--- src/design/stag_pkg.sv ---
// shared types and constants of the strided tensor address generator
// no dependencies

package stag_pkg;

  localparam int NUM_OPERANDS = 3;
  localparam int OP_FIRST     = 0;
  localparam int OP_SECOND    = 1;
  localparam int OP_DEST      = 2;
  localparam int SLOT_BITS    = 3;

  typedef enum logic {
    CMD_LOAD = 1'b0,
    CMD_NEXT = 1'b1
  } cmd_t;

  typedef struct packed {
    logic step;
    logic rewind;
  } cell_ctrl_t;

endpackage

--- src/design/stag_cell.sv ---
// one dimension of the walk: size, strides, position and prefix offsets
// depends on stag_pkg

module stag_cell import stag_pkg::*; #(
  parameter int SIZE_BITS   = 16,
  parameter int STRIDE_BITS = 24,
  parameter int OFFSET_BITS = 40
) (
  input  logic                                     clk,
  input  logic                                     rst_n,
  input  cell_ctrl_t                               ctrl,
  input  logic                                     wr_en,
  input  logic [SIZE_BITS-1:0]                     wr_size,
  input  logic [NUM_OPERANDS-1:0][STRIDE_BITS-1:0] wr_stride,
  input  logic                                     wrap_in,
  output logic                                     wrap_out,
  input  logic [NUM_OPERANDS-1:0][OFFSET_BITS:0]   base_in,
  output logic [NUM_OPERANDS-1:0][OFFSET_BITS:0]   base_out,
  output logic [NUM_OPERANDS-1:0][OFFSET_BITS:0]   base_cur,
  output logic                                     size_zero
);

  localparam int ADD_BITS = (OFFSET_BITS > STRIDE_BITS ? OFFSET_BITS : STRIDE_BITS) + 1;

  logic [SIZE_BITS-1:0]                     size_r, size_nxt;
  logic [SIZE_BITS-1:0]                     idx_r, idx_nxt;
  logic [NUM_OPERANDS-1:0][STRIDE_BITS-1:0] stride_r, stride_nxt;
  logic [NUM_OPERANDS-1:0][OFFSET_BITS:0]   base_r, base_nxt;
  logic [NUM_OPERANDS-1:0][ADD_BITS-1:0]    sum;
  logic [NUM_OPERANDS-1:0][OFFSET_BITS:0]   stepped;
  logic                                     wrap_here;
  logic                                     inc;
  logic                                     clr;

  assign wrap_here = ({1'b0, idx_r} + (SIZE_BITS+1)'(1)) >= {1'b0, size_r};
  assign wrap_out  = wrap_in & wrap_here;
  assign inc       = ctrl.step & wrap_in & ~wrap_here;
  assign clr       = ctrl.step & wrap_in & wrap_here;
  assign size_zero = (size_r == '0);
  assign base_out  = base_nxt;
  assign base_cur  = base_r;

  always_comb begin
    size_nxt   = wr_en ? wr_size : size_r;
    stride_nxt = wr_en ? wr_stride : stride_r;

    if (ctrl.rewind) begin
      idx_nxt = '0;
    end else if (inc) begin
      idx_nxt = idx_r + SIZE_BITS'(1);
    end else if (clr) begin
      idx_nxt = '0;
    end else begin
      idx_nxt = idx_r;
    end

    for (int op = 0; op < NUM_OPERANDS; op++) begin
      // overflow bit is sticky once any partial sum left the field range
      sum[op]     = ADD_BITS'(base_r[op][OFFSET_BITS-1:0]) + ADD_BITS'(stride_r[op]);
      stepped[op] = {base_r[op][OFFSET_BITS] | ((sum[op] >> OFFSET_BITS) != '0),
                     sum[op][OFFSET_BITS-1:0]};
      if (ctrl.rewind) begin
        base_nxt[op] = '0;
      end else if (inc) begin
        base_nxt[op] = stepped[op];
      end else if (clr) begin
        base_nxt[op] = base_in[op];
      end else begin
        base_nxt[op] = base_r[op];
      end
    end
  end

  always_ff @(posedge clk) begin
    if (!rst_n) begin
      size_r   <= SIZE_BITS'(1);
      idx_r    <= '0;
      stride_r <= '0;
      base_r   <= '0;
    end else begin
      size_r   <= size_nxt;
      idx_r    <= idx_nxt;
      stride_r <= stride_nxt;
      base_r   <= base_nxt;
    end
  end

endmodule

--- config.mk ---
export PLATFORM = sky130hd
export DESIGN_NAME = stag_cell
export DESIGN_NICKNAME = d
export VERILOG_FILES = /design/src/design/stag_pkg.sv /design/src/design/stag_cell.sv
export SDC_FILE = /design/constraint.sdc
export NUM_CORES = 1
export LEC_CHECK = 0
export BUFFER_PORTS_ARGS = -buffer_cell sky130_fd_sc_hd__buf_4
export CORE_AREA = 3 3 182 184
export CTS_CLUSTER_SIZE = 8
export DETAILED_ROUTE_END_ITERATION = 16
export DIE_AREA = 0 0 185 187
export PLACE_DENSITY = 0.74
export RECOVER_POWER = 100
export SLEW_MARGIN = 20
export SYNTH_ARGS = -nofsm -noshare
export SYNTH_HDL_FRONTEND = slang
export SYNTH_SLANG_ARGS = --single-unit
--- constraint.sdc ---
create_clock -name clk -period 6.6 [get_ports clk]
set_clock_uncertainty 0.1 [all_clocks]
set_input_delay 1.32 -clock clk [delete_from_list [all_inputs] [get_ports clk]]
set_output_delay 1.32 -clock clk [all_outputs]
set_load 0.05 [all_outputs]
# --- Word-level counts from Yosys, hierarchy flattened ---
# Index checks and enable logic that the tools add are counted.
word_totals:
  inputBits: 217
  out_inout_bits: 248
  register_bits: 227
classes:
  addsub: 5
  muxes: 11
  bitwise_logic: 9
  n_lt_le_gt_ge: 1
  n_reduce_logical: 3
op_table:
  columns: ["cell", "n"]
  rows:
  - ["two-way mux 41 bit", 9]
  - ["adder 40 x 24 -> 41 bit", 3]
  - ["two-way mux 16 bit", 2]
  - ["adder 16 x 1 -> 17 bit (second input constant)", 1]
  - ["greater-or-equal comparator 17 x 16 -> 1 bit", 1]
  - ["adder 16 x 1 -> 16 bit (second input constant)", 1]
  - ["zero test 16 bit", 1]
  - ["AND 1 bit", 4]
  - ["bitwise OR 1 bit", 3]
  - ["NOT 1 bit", 2]
  - ["nonzero test 2 bit", 1]
  - ["OR reduction 2 bit", 1]

# --- Logic depth before layout (Yosys ltp) ---
logic_depth:
  depth_word: 6
  depth_mapped: 19
  depth_no_buf: 15

# --- Worst setup path before layout ---
# Ideal clock, no wire load.
synth_timing:
  path_kind: "register to output"
  startpoint: "register idx_r[0]"
  endpoint: "output port base_out[71] in the netlist's numbering"
  n_path_buf: 1
  path_slack_ns: -0.293
  path_stages_with_launch: 16
  arrival_time_ns: 5.473
  cell_sequence: "dfxtp_1 -> ha_1 -> nand3_2 -> nor3_4 -> and3_1 -> nand3_1 -> xnor2_1 -> ha_1 -> a211oi_1 -> o41ai_1 -> a21oi_1 -> o22ai_1 -> o21ai_0 -> clkbuf_1 -> nor2_1 -> a2111oi_0"
synth_lines:
  columns: ["element", "line", "rtl"]
  rows:
  - ["from (decl)", "stag_cell.sv:26", "logic [SIZE_BITS-1:0] idx_r, idx_nxt;"]
  - ["from (signal assigned)", "stag_cell.sv:82", "idx_r <= idx_nxt;"]
  - ["to (decl)", "stag_cell.sv:18", "output logic [NUM_OPERANDS-1:0][OFFSET_BITS:0] base_out,"]

==> summary.md <==
For the number of instances in the synthesized netlist, the log shows 2045. TritonCTS built the clock tree. The quantity of hold-fixing buffers added after cts is 0, and the final hold slack is 0.354 ns. The post-detailed-route count of antenna-violating nets is 0. Type of the tightest min-delay check: reg2reg. Counting flops and latches in the post-synthesis netlist gives 227. For the clock latency on the worst-skew pair, the log shows 0.51 ns.

The largest stage delay on the critical path was 0.42 ns; the portion of the clock cycle consumed by the worst path in the final layout was 0.957. The post-synthesis share of cell area spent on full adders, half adders and majority gates came out at 0.0738. The maximum clock frequency was 0.158 GHz; the ratio of cells with drive above 1 in the final layout was 0.198.

The kind of start point of the critical path is a register. The library cell used as clock root buffer is sky130_fd_sc_hd__clkbuf_16. The detailed router placed 18.2k vias in this run.

The actual slew at the worst max-slew pin was 3.81 ns. The mean cell area of the mapped netlist came out at 7.78 um2. The worst path arrival time came out at 4.90 ns. Number of max-slew violations in the final report: 197. Summed over all layers, the routed wires come to 68100 um. The logs give -1.54 for the worst max-slew margin expressed relative to the limit and 1616 for the count of routing violations after the opening detailed-route iteration. For this run, design rule violations remaining after detail routing come to 0. Detailed placement finished with a half-perimeter wire length of 49600 um. The peak supply drop came out at 0.155 mV. The final reports fail on capacitance limit, slew limit. The clock buffer count from CTS was 34. The logs give 465 for the number of I/O pins and 19600 um2 for the placed instance area.

The complex-gate fraction of the synthesized area is 0.253, and the number of setup violations in the final report is 0. The average detailed-routed wire length per instance is 24.0 um. Traced cell by cell, the critical path runs through ha_2 > nand3_2 > nor3_4 > and3_1 > nand3_1 > xnor2_1 > ha_1 > a211oi_1 > o41ai_1 > a21oi_1 > o22a_4 > nand2_8 > buf_12 > or3_1 > or3_1 > a31oi_1 > buf_4. For the CTS H-tree depth, the log shows 2. The final cell utilization of the core is 0.640, and the leakage dissipation is 8.77 nW.

The global-route wire length before repair is 100000 um, and the number of warning messages in the yosys log is 0. The most common flop cell mapped by yosys is sky130_fd_sc_hd__dfxtp_1. The dominant cell type by count on the critical path is sky130_fd_sc_hd__or3_1. In this run, distinct cell masters in the synthesized netlist total 97. The clock passes through at most 3 buffers. The sort of element at the end of the critical path is an output pin. The logs give 65 for the number of core rows and 0.286 for the post-synthesis sequential area ratio. The parity-gate share of the synthesized area counting xor and xnor cells came out at 0.0364.

Counting the fill cells in the layout gives 2932. The chip height came out at 187 um. For the final routed database, the setup TNS stands at 0 ns. The via count of the first global-routing pass was 17.1k; the total of buffers placed on input and output ports was 464. The tool flagged a number of max-cap violations equal to 4.

The total area inside the core boundary comes to 31600 um2. Detailed-route vias per instance: 6.40. The clock slew seen by the registers of the worst setup and hold paths was 0.05 ns; the portion of netlist area occupied by mux cells was 0.0664.

The run gives 5.18 ns as the worst endpoint required time. The run finished, with violations left. The smallest clock period supported by the final layout is computed as 6.32 ns. The final layout net count came out at 2740. After routing the design area is 20200 um2. The power density relative to cell area came out at 202 nW/um2. After synthesis, the largest family of logic cells by area is compound AO/OA/AOI/OAI gates. The simple logic cell fraction of the synthesized area was 0.233; the highest net fanout along the worst path was 39. For the hold violation count in the final report, the log shows 0.

The setup path with the least slack is of type reg2out. Counting every net in the synthesized netlist gives 2354. The initial antenna violation count is 6. For the area of the multi-input gates, the log shows 10700 um2. The run gives 7 as the number of detailed-routing iterations run before antenna repair. The initial standard-cell utilization of the core was 0.504; the global-route total usage across every layer was 0.364. The cell with the largest stage delay on the worst path is sky130_fd_sc_hd__dfxtp_1. The floorplan step defined a die boundary enclosing 34600 um2. The mapped cell area is 15900 um2, and the register area is 4540 um2. After global routing the overflow that remains totals 0. Entering global routing, the biggest net connects 104 pins. The area growth from synthesis to layout is 27.1%. In this run, synthesis inferred 0 flip-flops with an integrated enable.

The run gives 227 as the count of clock tree sinks. The weighted congestion at the end of routability-driven global placement is 1.00, and the async set-or-reset flop fraction in the synthesized netlist is 0. The die is 185 um wide.
-- layout make-up --
type | count | area share
clock buffers | 40 | 0.0474
flip-flops and latches | 227 | 0.225
well taps | 402 | 0.0249
repair buffers | 493 | 0.163
multi-input cells | 1622 | 0.530
inverters | 53 | 0.00991
diodes | 3 | 0.000372
-- worst paths after layout --
check	from	endpoint	slack, ns	cells after the start
min reg2reg	idx_r[15]	idx_r[15]	0.35	2
max reg2reg	idx_r[0]	base_cur[100]	2.15	16
min	idx_r[15]	idx_r[15]	0.35	2
max	idx_r[0]	base_out[33]	0.28	17
-- sequential cells by signal, indices dropped and copies added, names as in the netlist --
register	count
base_cur	123
idx_r	16
stride_r	72
size_r	16
-- cells by family after synthesis --
family | Yosys count
AOI/OAI and AO/OA | 576
xor gates and xnor gates | 66
adders and majority gates | 92
buffers and inverters | 197
DFF | 227
muxes | 105
and+or+nand+nor | 782
-- report_power, final --
group | internal [mW] | switching (mW) | total, mW
registers | 1.42 | 0.0480 | 1.47
logic | 0.334 | 0.649 | 0.982
clock network | 1.00 | 0.634 | 1.64
-- placed cells by master (no fill, tap or decap), drive strengths merged, types with 12 or more instances in the layout --
master / count
nor2: 327
buf: 364
nand4: 34
ha: 89
a2111oi: 14
and2: 35
and3: 28
mux2i: 101
o21ai: 98
nand3: 55
a31oi: 30
nor3: 72
a21oi: 135
and4: 12
o21a: 12
nor4: 28
dfxtp: 227
nand2: 133
o21bai: 12
xor2: 27
clkbuf: 169
a21o: 44
xnor2: 39
a22oi: 13
or3: 12
inv: 51
a211oi: 74
o211ai: 13
-- synthesized netlist by cell type (44+ instances only) --
cell                       instances  area [um2]
sky130_fd_sc_hd__a211oi_1         72         541
sky130_fd_sc_hd__ha_1             89        1110
sky130_fd_sc_hd__mux2i_1         101        1010
sky130_fd_sc_hd__a21oi_1         134         671
sky130_fd_sc_hd__a21o_1           44         330
sky130_fd_sc_hd__inv_1            52         195
sky130_fd_sc_hd__clkbuf_1         99         372
sky130_fd_sc_hd__o21ai_0          90         450
sky130_fd_sc_hd__nor3_1           65         325
sky130_fd_sc_hd__nor2_1          327        1230
sky130_fd_sc_hd__dfxtp_1         227        4540
sky130_fd_sc_hd__nand2_1         130         488
sky130_fd_sc_hd__nand3_1          54         270
-- metrics by stage --
| stage | power [mW] | cells | worst slack [ns] |
|---|---|---|---|
| final | 4.09 | 2840 | 0.281 |
| after CTS | 4.06 | 2828 | 0.0136 |
| after global routing | 4.21 | 2840 | -0.00949 |
| after global placement | 2.43 | 2788 | 0.512 |
| after detailed placement | 2.44 | 2788 | 0.364 |
| after floorplan | 2.09 | 2045 | 0.383 |
-- what timing repair did --
item / CTS / global route
gates cloned: 0 / 3
endpoints found under the setup margin: 12 / 69
resized for setup: 3 / 13
pin swaps: 0 / 4
buffers inserted: 0 / 6
-- per-layer routing --
metal / global-route usage / part of all wire / vias to the layer above
li1: - / - / 8336
met4: 0.128 / 0.044 / 4
met5: 0 / 0.00050 / -
met1: 0.473 / 0.40 / 8581
met2: 0.595 / 0.45 / 1078
met3: 0.0768 / 0.10 / 191
-- critical path: cells and delay by family (launching register included) --
family	cells	cell delay, ns
adder cells (fa/ha/maj)	2	0.56
flip-flops	1	0.42
AO/OA/AOI/OAI	5	1.00
buffers and inverters	2	0.49
XOR/XNOR	1	0.24
AND/OR/NAND/NOR	7	1.67
(Power assumes the default switching activity.)
